### src/sv/xte_pkg.sv
// Shared types and constants for the XML text escaper with UTF-8 filter.
package xte_pkg;

  // Longest escape sequence ("&quot;") sets the run length.
  localparam int unsigned RUN_MAX = 6;

  // One input byte's worth of output: len bytes taken from bytes[0] upward.
  typedef struct packed {
    logic [RUN_MAX-1:0][7:0] bytes;
    logic [2:0]              len;
  } xte_run_t;

endpackage

### src/sv/xte_in_if.sv
// Input channel: one raw text byte and its attribute-context flag per transaction.
interface xte_in_if;
  logic       valid;
  logic       ready;
  logic [7:0] data_byte;
  logic       attribute_mode;

  modport source (output valid, output data_byte, output attribute_mode, input ready);
  modport sink   (input valid, input data_byte, input attribute_mode, output ready);
endinterface

### src/sv/xte_out_if.sv
// Result channel: one escaped output byte and its end-of-run flag per transaction.
interface xte_out_if;
  logic       valid;
  logic       ready;
  logic [7:0] out_byte;
  logic       last_of_run;

  modport source (output valid, output out_byte, output last_of_run, input ready);
  modport sink   (input valid, input out_byte, input last_of_run, output ready);
endinterface

### src/sv/xte_front.sv
// Front end: accepts text bytes, tracks UTF-8 sequences and builds escaped output runs.
module xte_front (
  input  logic             clk,
  input  logic             rst_n,
  xte_in_if.sink           in_ch,
  input  logic             q_full,
  output logic             q_push,
  output xte_pkg::xte_run_t q_run
);
  import xte_pkg::*;

  localparam logic [7:0] CH_TAB   = 8'h09;
  localparam logic [7:0] CH_LF    = 8'h0A;
  localparam logic [7:0] CH_CR    = 8'h0D;
  localparam logic [7:0] CH_SPACE = 8'h20;
  localparam logic [7:0] CH_QUOT  = 8'h22;
  localparam logic [7:0] CH_AMP   = 8'h26;
  localparam logic [7:0] CH_SEMI  = 8'h3B;
  localparam logic [7:0] CH_LT    = 8'h3C;
  localparam logic [7:0] CH_GT    = 8'h3E;
  localparam logic [7:0] CH_A     = 8'h61;
  localparam logic [7:0] CH_G     = 8'h67;
  localparam logic [7:0] CH_L     = 8'h6C;
  localparam logic [7:0] CH_M     = 8'h6D;
  localparam logic [7:0] CH_O     = 8'h6F;
  localparam logic [7:0] CH_P     = 8'h70;
  localparam logic [7:0] CH_Q     = 8'h71;
  localparam logic [7:0] CH_T     = 8'h74;
  localparam logic [7:0] CH_U     = 8'h75;
  localparam logic [7:0] CH_DEL   = 8'h7F;

  logic [2:0][7:0] carry_r, carry_nxt;
  logic [1:0]      cnt_r, cnt_nxt;
  logic [1:0]      need_r, need_nxt;

  logic            accept;
  logic [7:0]      b;
  logic            attr;
  logic            is_cont;
  logic            c1_ok, c2_ok;
  logic [10:0]     cp2;
  logic [15:0]     cp3;
  logic [20:0]     cp4;
  logic            seq_good;
  logic            ctl_ok;
  logic            fresh;
  logic            emit;
  xte_run_t        run;

  assign in_ch.ready = !q_full;
  assign accept      = in_ch.valid && in_ch.ready;
  assign b           = in_ch.data_byte;
  assign attr        = in_ch.attribute_mode;
  assign is_cont     = (b[7:6] == 2'b10);
  assign c1_ok       = (carry_r[1][7:6] == 2'b10);
  assign c2_ok       = (carry_r[2][7:6] == 2'b10);
  assign ctl_ok      = (b == CH_TAB) || (b == CH_LF) || (b == CH_CR);

  assign cp2 = {carry_r[0][4:0], b[5:0]};
  assign cp3 = {carry_r[0][3:0], carry_r[1][5:0], b[5:0]};
  assign cp4 = {carry_r[0][2:0], carry_r[1][5:0], carry_r[2][5:0], b[5:0]};

  // Well-formedness of the gathered sequence closed by this continuation byte.
  always_comb begin
    unique case (cnt_r)
      2'd1:    seq_good = (cp2 >= 11'h080);
      2'd2:    seq_good = c1_ok && (cp3 >= 16'h0800) &&
                          ((cp3 < 16'hD800) || (cp3 > 16'hDFFF));
      2'd3:    seq_good = c1_ok && c2_ok && (cp4 >= 21'h10000) &&
                          (cp4 <= 21'h10FFFF);
      default: seq_good = 1'b0;
    endcase
  end

  always_comb begin
    carry_nxt = carry_r;
    cnt_nxt   = cnt_r;
    need_nxt  = need_r;
    emit      = 1'b0;
    fresh     = 1'b0;
    run       = '0;

    if (need_r != 2'd0) begin
      if (!is_cont) begin
        // Cut short: drop the partial sequence and treat this byte as new.
        cnt_nxt  = 2'd0;
        need_nxt = 2'd0;
        fresh    = 1'b1;
      end else if (need_r > 2'd1) begin
        if (cnt_r != 2'd3) carry_nxt[cnt_r] = b;
        cnt_nxt  = cnt_r + 2'd1;
        need_nxt = need_r - 2'd1;
      end else begin
        run.bytes[2:0]  = carry_r;
        run.bytes[cnt_r] = b;
        run.len         = {1'b0, cnt_r} + 3'd1;
        emit            = seq_good;
        cnt_nxt         = 2'd0;
        need_nxt        = 2'd0;
      end
    end else begin
      fresh = 1'b1;
    end

    if (fresh) begin
      if (!b[7]) begin
        if (!((b < CH_SPACE && !ctl_ok) || b == CH_DEL)) begin
          emit = 1'b1;
          if (b == CH_AMP) begin
            run.bytes[4:0] = {CH_SEMI, CH_P, CH_M, CH_A, CH_AMP};
            run.len        = 3'd5;
          end else if (b == CH_LT) begin
            run.bytes[3:0] = {CH_SEMI, CH_T, CH_L, CH_AMP};
            run.len        = 3'd4;
          end else if (b == CH_GT) begin
            run.bytes[3:0] = {CH_SEMI, CH_T, CH_G, CH_AMP};
            run.len        = 3'd4;
          end else if (b == CH_QUOT && attr) begin
            run.bytes[5:0] = {CH_SEMI, CH_T, CH_O, CH_U, CH_Q, CH_AMP};
            run.len        = 3'd6;
          end else if (ctl_ok && attr) begin
            run.bytes[0] = CH_SPACE;
            run.len      = 3'd1;
          end else begin
            run.bytes[0] = b;
            run.len      = 3'd1;
          end
        end
      end else if (b >= 8'hC2 && b <= 8'hDF) begin
        carry_nxt[0] = b;
        cnt_nxt      = 2'd1;
        need_nxt     = 2'd1;
      end else if (b >= 8'hE0 && b <= 8'hEF) begin
        carry_nxt[0] = b;
        cnt_nxt      = 2'd1;
        need_nxt     = 2'd2;
      end else if (b >= 8'hF0 && b <= 8'hF4) begin
        carry_nxt[0] = b;
        cnt_nxt      = 2'd1;
        need_nxt     = 2'd3;
      end
    end
  end

  always_ff @(posedge clk) begin
    if (!rst_n) begin
      cnt_r  <= 2'd0;
      need_r <= 2'd0;
    end else if (accept) begin
      cnt_r  <= cnt_nxt;
      need_r <= need_nxt;
    end
  end

  always_ff @(posedge clk) begin
    if (accept) carry_r <= carry_nxt;
  end

  assign q_push = accept && emit;
  assign q_run  = run;

endmodule

### src/sv/xte_fifo.sv
// Small queue of output runs between the front end and the serializer.
module xte_fifo #(
  parameter int unsigned DEPTH = 2
) (
  input  logic              clk,
  input  logic              rst_n,
  input  logic              push,
  input  xte_pkg::xte_run_t push_run,
  output logic              full,
  input  logic              pop,
  output xte_pkg::xte_run_t head,
  output logic              empty
);
  import xte_pkg::*;

  localparam int unsigned PW = (DEPTH > 1) ? $clog2(DEPTH) : 1;
  localparam int unsigned CW = $clog2(DEPTH + 1);

  xte_run_t        mem_r [DEPTH];
  logic [PW-1:0]   wr_ptr_r, rd_ptr_r;
  logic [CW-1:0]   count_r;

  assign full  = (count_r == CW'(DEPTH));
  assign empty = (count_r == '0);
  assign head  = mem_r[rd_ptr_r];

  always_ff @(posedge clk) begin
    if (!rst_n) begin
      wr_ptr_r <= '0;
      rd_ptr_r <= '0;
      count_r  <= '0;
    end else begin
      if (push) wr_ptr_r <= (wr_ptr_r == PW'(DEPTH - 1)) ? '0 : wr_ptr_r + 1'b1;
      if (pop)  rd_ptr_r <= (rd_ptr_r == PW'(DEPTH - 1)) ? '0 : rd_ptr_r + 1'b1;
      if (push && !pop)      count_r <= count_r + 1'b1;
      else if (pop && !push) count_r <= count_r - 1'b1;
    end
  end

  always_ff @(posedge clk) begin
    if (push) mem_r[wr_ptr_r] <= push_run;
  end

endmodule

### src/sv/xte_serial.sv
// Back end: sends each queued run one byte per transaction and marks its last byte.
module xte_serial (
  input  logic              clk,
  input  logic              rst_n,
  input  xte_pkg::xte_run_t head,
  input  logic              empty,
  output logic              pop,
  xte_out_if.source         out_ch
);
  import xte_pkg::*;

  logic [2:0] idx_r;
  logic [7:0] byte_r;
  logic       last_r;
  logic       valid_r;
  logic       load;
  logic       at_last;

  assign load    = !empty && (!valid_r || out_ch.ready);
  assign at_last = (3'(idx_r + 3'd1) == head.len);
  assign pop     = load && at_last;

  always_ff @(posedge clk) begin
    if (!rst_n) begin
      idx_r   <= 3'd0;
      valid_r <= 1'b0;
    end else begin
      if (load) begin
        valid_r <= 1'b1;
        idx_r   <= at_last ? 3'd0 : idx_r + 3'd1;
      end else if (out_ch.ready) begin
        valid_r <= 1'b0;
      end
    end
  end

  // Hold the payload while the receiver stalls.
  always_ff @(posedge clk) begin
    if (load) begin
      byte_r <= head.bytes[idx_r];
      last_r <= at_last;
    end
  end

  assign out_ch.valid       = valid_r;
  assign out_ch.out_byte    = byte_r;
  assign out_ch.last_of_run = last_r;

endmodule

### src/sv/xml_text_escaper_utf8_filter.sv
// Top level of the XML text escaper with UTF-8 filter.
// Usage:
//   in_ch takes one raw text byte per transaction with its attribute_mode flag.
//   out_ch gives the escaped text one byte per transaction; last_of_run marks
//   the final byte produced by one input byte. Input bytes that are dropped,
//   or that only extend a pending UTF-8 sequence, produce no output.
// Path: an accepted byte's run is written into the run queue, then loaded
//   into the output register, from which its first output byte is sent.
// Throughput: the front end accepts one byte per cycle while the run queue
//   has room; the serializer sends one output byte per cycle while out_ch.ready
//   is high, and an escaped double quote expands to six output bytes.
//   Sustained rate is one input byte per cycle for text that needs no escaping
//   while out_ch.ready stays high.
// Reset: rst_n clears the pending UTF-8 sequence, the queue and the output
//   valid flag; no clearing pass is needed.
// Stall: when out_ch.ready is low the output byte holds, the queue fills and
//   in_ch.ready drops once QUEUE_DEPTH runs are waiting.
module xml_text_escaper_utf8_filter #(
  parameter int unsigned QUEUE_DEPTH = 2
) (
  input  logic      clk,
  input  logic      rst_n,
  xte_in_if.sink    in_ch,
  xte_out_if.source out_ch
);
  import xte_pkg::*;

  xte_run_t push_run;
  xte_run_t head;
  logic     push;
  logic     full;
  logic     pop;
  logic     empty;

  xte_front u_front (
    .clk    (clk),
    .rst_n  (rst_n),
    .in_ch  (in_ch),
    .q_full (full),
    .q_push (push),
    .q_run  (push_run)
  );

  xte_fifo #(
    .DEPTH (QUEUE_DEPTH)
  ) u_fifo (
    .clk      (clk),
    .rst_n    (rst_n),
    .push     (push),
    .push_run (push_run),
    .full     (full),
    .pop      (pop),
    .head     (head),
    .empty    (empty)
  );

  xte_serial u_serial (
    .clk    (clk),
    .rst_n  (rst_n),
    .head   (head),
    .empty  (empty),
    .pop    (pop),
    .out_ch (out_ch)
  );

endmodule
### src/flat_wrapper.sv
// flat-port wrapper written by rule: the top's interface ports become plain ports
module xml_text_escaper_utf8_filter_flat import xte_pkg::*;
#(
  parameter int unsigned QUEUE_DEPTH = 2
)
  (clk, rst_n, in_ch_valid, in_ch_data_byte, in_ch_attribute_mode, in_ch_ready, out_ch_valid, out_ch_out_byte, out_ch_last_of_run, out_ch_ready);
  xte_in_if in_ch_i ();
  xte_out_if out_ch_i ();
  input  logic clk;
  input  logic rst_n;
  input wire logic [$bits(in_ch_i.valid)-1:0] in_ch_valid;
  input wire logic [$bits(in_ch_i.data_byte)-1:0] in_ch_data_byte;
  input wire logic [$bits(in_ch_i.attribute_mode)-1:0] in_ch_attribute_mode;
  output wire logic [$bits(in_ch_i.ready)-1:0] in_ch_ready;
  output wire logic [$bits(out_ch_i.valid)-1:0] out_ch_valid;
  output wire logic [$bits(out_ch_i.out_byte)-1:0] out_ch_out_byte;
  output wire logic [$bits(out_ch_i.last_of_run)-1:0] out_ch_last_of_run;
  input wire logic [$bits(out_ch_i.ready)-1:0] out_ch_ready;
  assign in_ch_i.valid = in_ch_valid;
  assign in_ch_i.data_byte = in_ch_data_byte;
  assign in_ch_i.attribute_mode = in_ch_attribute_mode;
  assign in_ch_ready = in_ch_i.ready;
  assign out_ch_valid = out_ch_i.valid;
  assign out_ch_out_byte = out_ch_i.out_byte;
  assign out_ch_last_of_run = out_ch_i.last_of_run;
  assign out_ch_i.ready = out_ch_ready;
  xml_text_escaper_utf8_filter #(.QUEUE_DEPTH(QUEUE_DEPTH)) u_core (.clk(clk), .rst_n(rst_n), .in_ch(in_ch_i), .out_ch(out_ch_i));
endmodule
### config.mk
export PLATFORM = sky130hd
export DESIGN_NAME = xml_text_escaper_utf8_filter_flat
export DESIGN_NICKNAME = d
export VERILOG_FILES = /design/src/sv/xte_pkg.sv /design/src/sv/xte_in_if.sv /design/src/sv/xte_out_if.sv /design/src/sv/xte_front.sv /design/src/sv/xte_fifo.sv /design/src/sv/xte_serial.sv /design/src/sv/xml_text_escaper_utf8_filter.sv /design/src/flat_wrapper.sv
export SDC_FILE = /design/constraint.sdc
export NUM_CORES = 1
export LEC_CHECK = 0
export BUFFER_PORTS_ARGS = -buffer_cell sky130_fd_sc_hd__buf_2
export CELL_PAD_IN_SITES_DETAIL_PLACEMENT = 0
export CELL_PAD_IN_SITES_GLOBAL_PLACEMENT = 1
export CORE_UTILIZATION = 46
export DETAILED_ROUTE_END_ITERATION = 10
export GPL_TIMING_DRIVEN = 0
export PLACE_DENSITY_LB_ADDON = 0.1
export REMOVE_ABC_BUFFERS = 1
export SYNTH_ARGS = -nofsm -noshare
export SYNTH_HDL_FRONTEND = slang
export SYNTH_SLANG_ARGS = --single-unit
### constraint.sdc
create_clock -name clk -period 5 [get_ports clk]
set_clock_uncertainty 0.15 [all_clocks]
set_input_delay 0.5 -clock clk [delete_from_list [all_inputs] [get_ports clk]]
set_output_delay 0.5 -clock clk [all_outputs]
set_load 0.01 [all_outputs]
==> results.md <==
- CTS Buffer Depth: 2
- Hold Path Class: input port to flop
- Worst-path maximum fanout: 17
- Fmax: 294 MHz
- Final hold violations: 0
- Remaining Overflow, GRT: 0
- Placed Area: 5980 sq um
- Crit path arrival time: 3.36 ns
- Asr flop ratio synth: 0%
- Worst vdd ir: 0.205 mV
- Resize count post-CTS: 0
- Int Power: 2220 uW
- Leakage power total: 0.00235 uW
- Die X: 113 um
- Design Area, Final: 6550 sq um
- CTS tree: yes
- Setup WS post-layout: 1.60 ns
- Layout area overhead: 16.3%
- Critical Path RT: 4.96 ns
- Wire per inst: 20.3 um
- Number of synthesized flops with an enable pin: 109
- Total die area: 12700 sq um
- Switching power: 741 uW
- Pwr/cell area: 453 nW/um^2
- Crit-path cells: inv_1 > ha_1 > nor2_1 > o21ai_0 > a211oi_4 > buf_8 > buf_8
- Commonest non-fill, non-tap cell in the layout: edfxtp_1
- Routed vias: 3377
- Final setup viols: 0
- Crit path buffers/inverters: 3
- Post-Synthesis Cells: 403
- Buffers on Ports: 23
- Rows: 40
- Initial Utilization: 47.1%
- Worst stage delay on the critical path: 0.66 ns
- Post-Synthesis Cell Area: 5630 sq um
- TritonCTS Buffers: 17
- Post-Place Setup Slack: 1.30 ns
- Number of global-route vias before repair: 3367
- Antenna violations before repair: 0
- Post-synthesis sequential area ratio: 62.8%
- Non-filler cells, final: 590
- DIE HEIGHT: 113 um
- Syn avg cell area: 14.0 sq um
- Seq cells post-synth: 122
- Sw Ratio: 25.0%
- CP max stage cell: a211oi_4
- Clock sinks: 122
- Tmin final: 3.40 ns
- Share of cells above drive strength 1: 23.3%
- Least-Margin Pin Slew: 1.19 ns
- Outcome: complete, no violations
- Core area: 12000 sq um
- Final slew viol count: 0
- Distinct cell type count after synthesis: 59
- Total GRT Usage: 20.7%
- First-pass GRT wire length: 19000 um
- Placer Congestion: 0.773
- CP endpoint kind: flop
- Antenna cell count: 0
- Root buffer cell: clkbuf_16
- Post-route ant nets: 0
- Final period util: 68.0%
- Fillers: 980
- Worst setup SP type: flop
- Hold_buf cts: 0
- Yosys Warn Count: 0
- I/O pins: 24
- Clk pwr share: 39.3%
- Clock latency on the worst-skew pair: 0.40 ns
- # H-tree levels: 4
- Clk slew on worst S/H paths: 0.05 ns
- Detailed-route DRC error count: 0
- Slew HR: 20.6%
- Max-cap viol count: 0
- Setup TNS: 0 ns
- Most frequent cells in the layout: 109 x edfxtp_1, 35 x nand2_1, 24 x o21ai_0
- RSZ-0062 raised after global routing: false
- Largest net degree at the start of global routing: 24
- Design Power: 2970 uW
- Hpwl dp: 8220 um
- Dpl cells: 558
- Drt pass-1 iters: 5
- Seq pwr share: 45.8%
- DRT iter0 DRCs: 189
- Most frequent CP cell: buf_8
- Combinational share of power: 14.9%
- Layout Nets: 449
- Post-CTS Repair Setup Buffers: 0
- Prevailing post-synth register cell: edfxtp_1
- Crit-path leading delay family: compound AO/OA/AOI/OAI gates
- Crit Path Class: flop to flop
- Post-Route WL: 12000 um
- Vias/cell: 5.72
## metrics by stage
stage                     util (%)  hold slack [ns]
final                         54.7            0.326
after global routing          54.7            0.327
after CTS                     54.7            0.306
after detailed placement      50.0            0.357
after global placement        48.9            0.354
after floorplan                  -            0.335
## cell type report
| class | count | area (sq um) | area share, % |
|---|---|---|---|
| tap | 147 | 184 | 2.81 |
| clock inverter | 8 | 96.3 | 1.47 |
| timing repair buffer | 29 | 201 | 3.08 |
| multi-input combinational | 251 | 2020 | 30.9 |
| inverter | 9 | 33.8 | 0.516 |
| sequential | 122 | 3530 | 54.0 |
| clock buffer | 24 | 472 | 7.21 |
## synth_stat cells (2+ instances only)
| cell | number | area (sq um) |
|---|---|---|
| xor2_1 | 6 | 52.6 |
| xnor2_1 | 4 | 35.0 |
| nor2_1 | 15 | 56.3 |
| mux2_2 | 21 | 236 |
| nor3_1 | 2 | 10.0 |
| a31oi_1 | 2 | 12.5 |
| mux2i_1 | 16 | 160 |
| inv_1 | 8 | 30.0 |
| a21o_1 | 8 | 60.1 |
| a22o_1 | 4 | 35.0 |
| clkbuf_1 | 18 | 67.6 |
| or4_1 | 3 | 22.5 |
| nand2b_1 | 6 | 37.5 |
| o21a_1 | 3 | 22.5 |
| and4_1 | 2 | 17.5 |
| a21boi_0 | 2 | 15.0 |
| nor3b_1 | 4 | 30.0 |
| and2_1 | 9 | 56.3 |
| or3_1 | 3 | 18.8 |
| edfxtp_1 | 109 | 3270 |
| nand4_1 | 3 | 18.8 |
| nor2b_1 | 4 | 25.0 |
| a211oi_1 | 3 | 22.5 |
| nand2_1 | 35 | 131 |
| a21oi_1 | 13 | 65.1 |
| and3_1 | 4 | 25.0 |
| dfxtp_1 | 13 | 260 |
| mux4_2 | 16 | 360 |
| nand3b_1 | 2 | 15.0 |
| nand3_1 | 8 | 40.0 |
| o21ai_0 | 24 | 120 |
| ha_1 | 6 | 75.1 |
## logic make-up (layout without fill, tap and decap cells)
family	count (synthesis)	in the layout	synth area share [%]
adders and majority gates	6	6	1.33
AOI/OAI and AO/OA	74	74	8.58
muxes	53	53	13.4
buffers and inverters	30	70	2.09
and+or+nand+nor	108	108	10.2
xor gates and xnor gates	10	10	1.56
DFF	122	122	62.8
## worst register-to-register path, stage by stage, from the launching register on
cell	delay (ns)
dfxtp_1	0.44
inv_1	0.11
ha_1	0.30
nor2_1	0.53
o21ai_0	0.45
a211oi_4	0.66
buf_8	0.27
buf_8	0.19
## power groups by stage
| stage | combinational, uW | sequential, uW | clock [uW] |
|---|---|---|---|
| finish | 442 | 1360 | 1170 |
| global route | 487 | 1380 | 1230 |
| CTS | 448 | 1360 | 1190 |
| detailed placement | 446 | 1380 | 0 |
| global placement | 418 | 1380 | 0 |
| floorplan | 287 | 1360 | 0 |
## per-layer routing
metal	wire length, um	part of all wire (%)	GRT usage (%)	vias to the layer above
met2	5750	48	32.5	61
met1	5650	47	28.4	1693
met5	0	0	0	-
met4	116	0.97	7.56	0
met3	438	3.7	4.48	9
li1	-	-	-	1614
## state kept, by name, summed over array words and instances, names as in the netlist, named ones only
register,cells
u_core.u_fifo.count_r,2
u_core.u_fifo.mem_r,76
u_core.u_fifo.rd_ptr_r,1
u_core.u_fifo.wr_ptr_r,1
u_core.u_front.carry_r,24
u_core.u_front.cnt_r,2
u_core.u_front.need_r,2
u_core.u_serial.idx_r,3
u_core.u_serial.out_ch.last_of_run,1
u_core.u_serial.out_ch.out_byte,8
u_core.u_serial.out_ch.valid,1
## final timing paths
path | from | endpoint | slack (ns) | cells after the start
min | rst_n | u_core.u_front.cnt_r[0] | 0.33 | 2
min reg2reg | u_core.u_front.cnt_r[1] | u_core.u_front.cnt_r[1] | 0.37 | 2
max | u_core.u_front.cnt_r[0] | u_core.u_fifo.mem_r[0][3] | 1.60 | 7
max reg2reg | u_core.u_front.cnt_r[0] | u_core.u_fifo.mem_r[0][3] | 1.60 | 7
No activity file was read; power rests on OpenSTA's default activity.
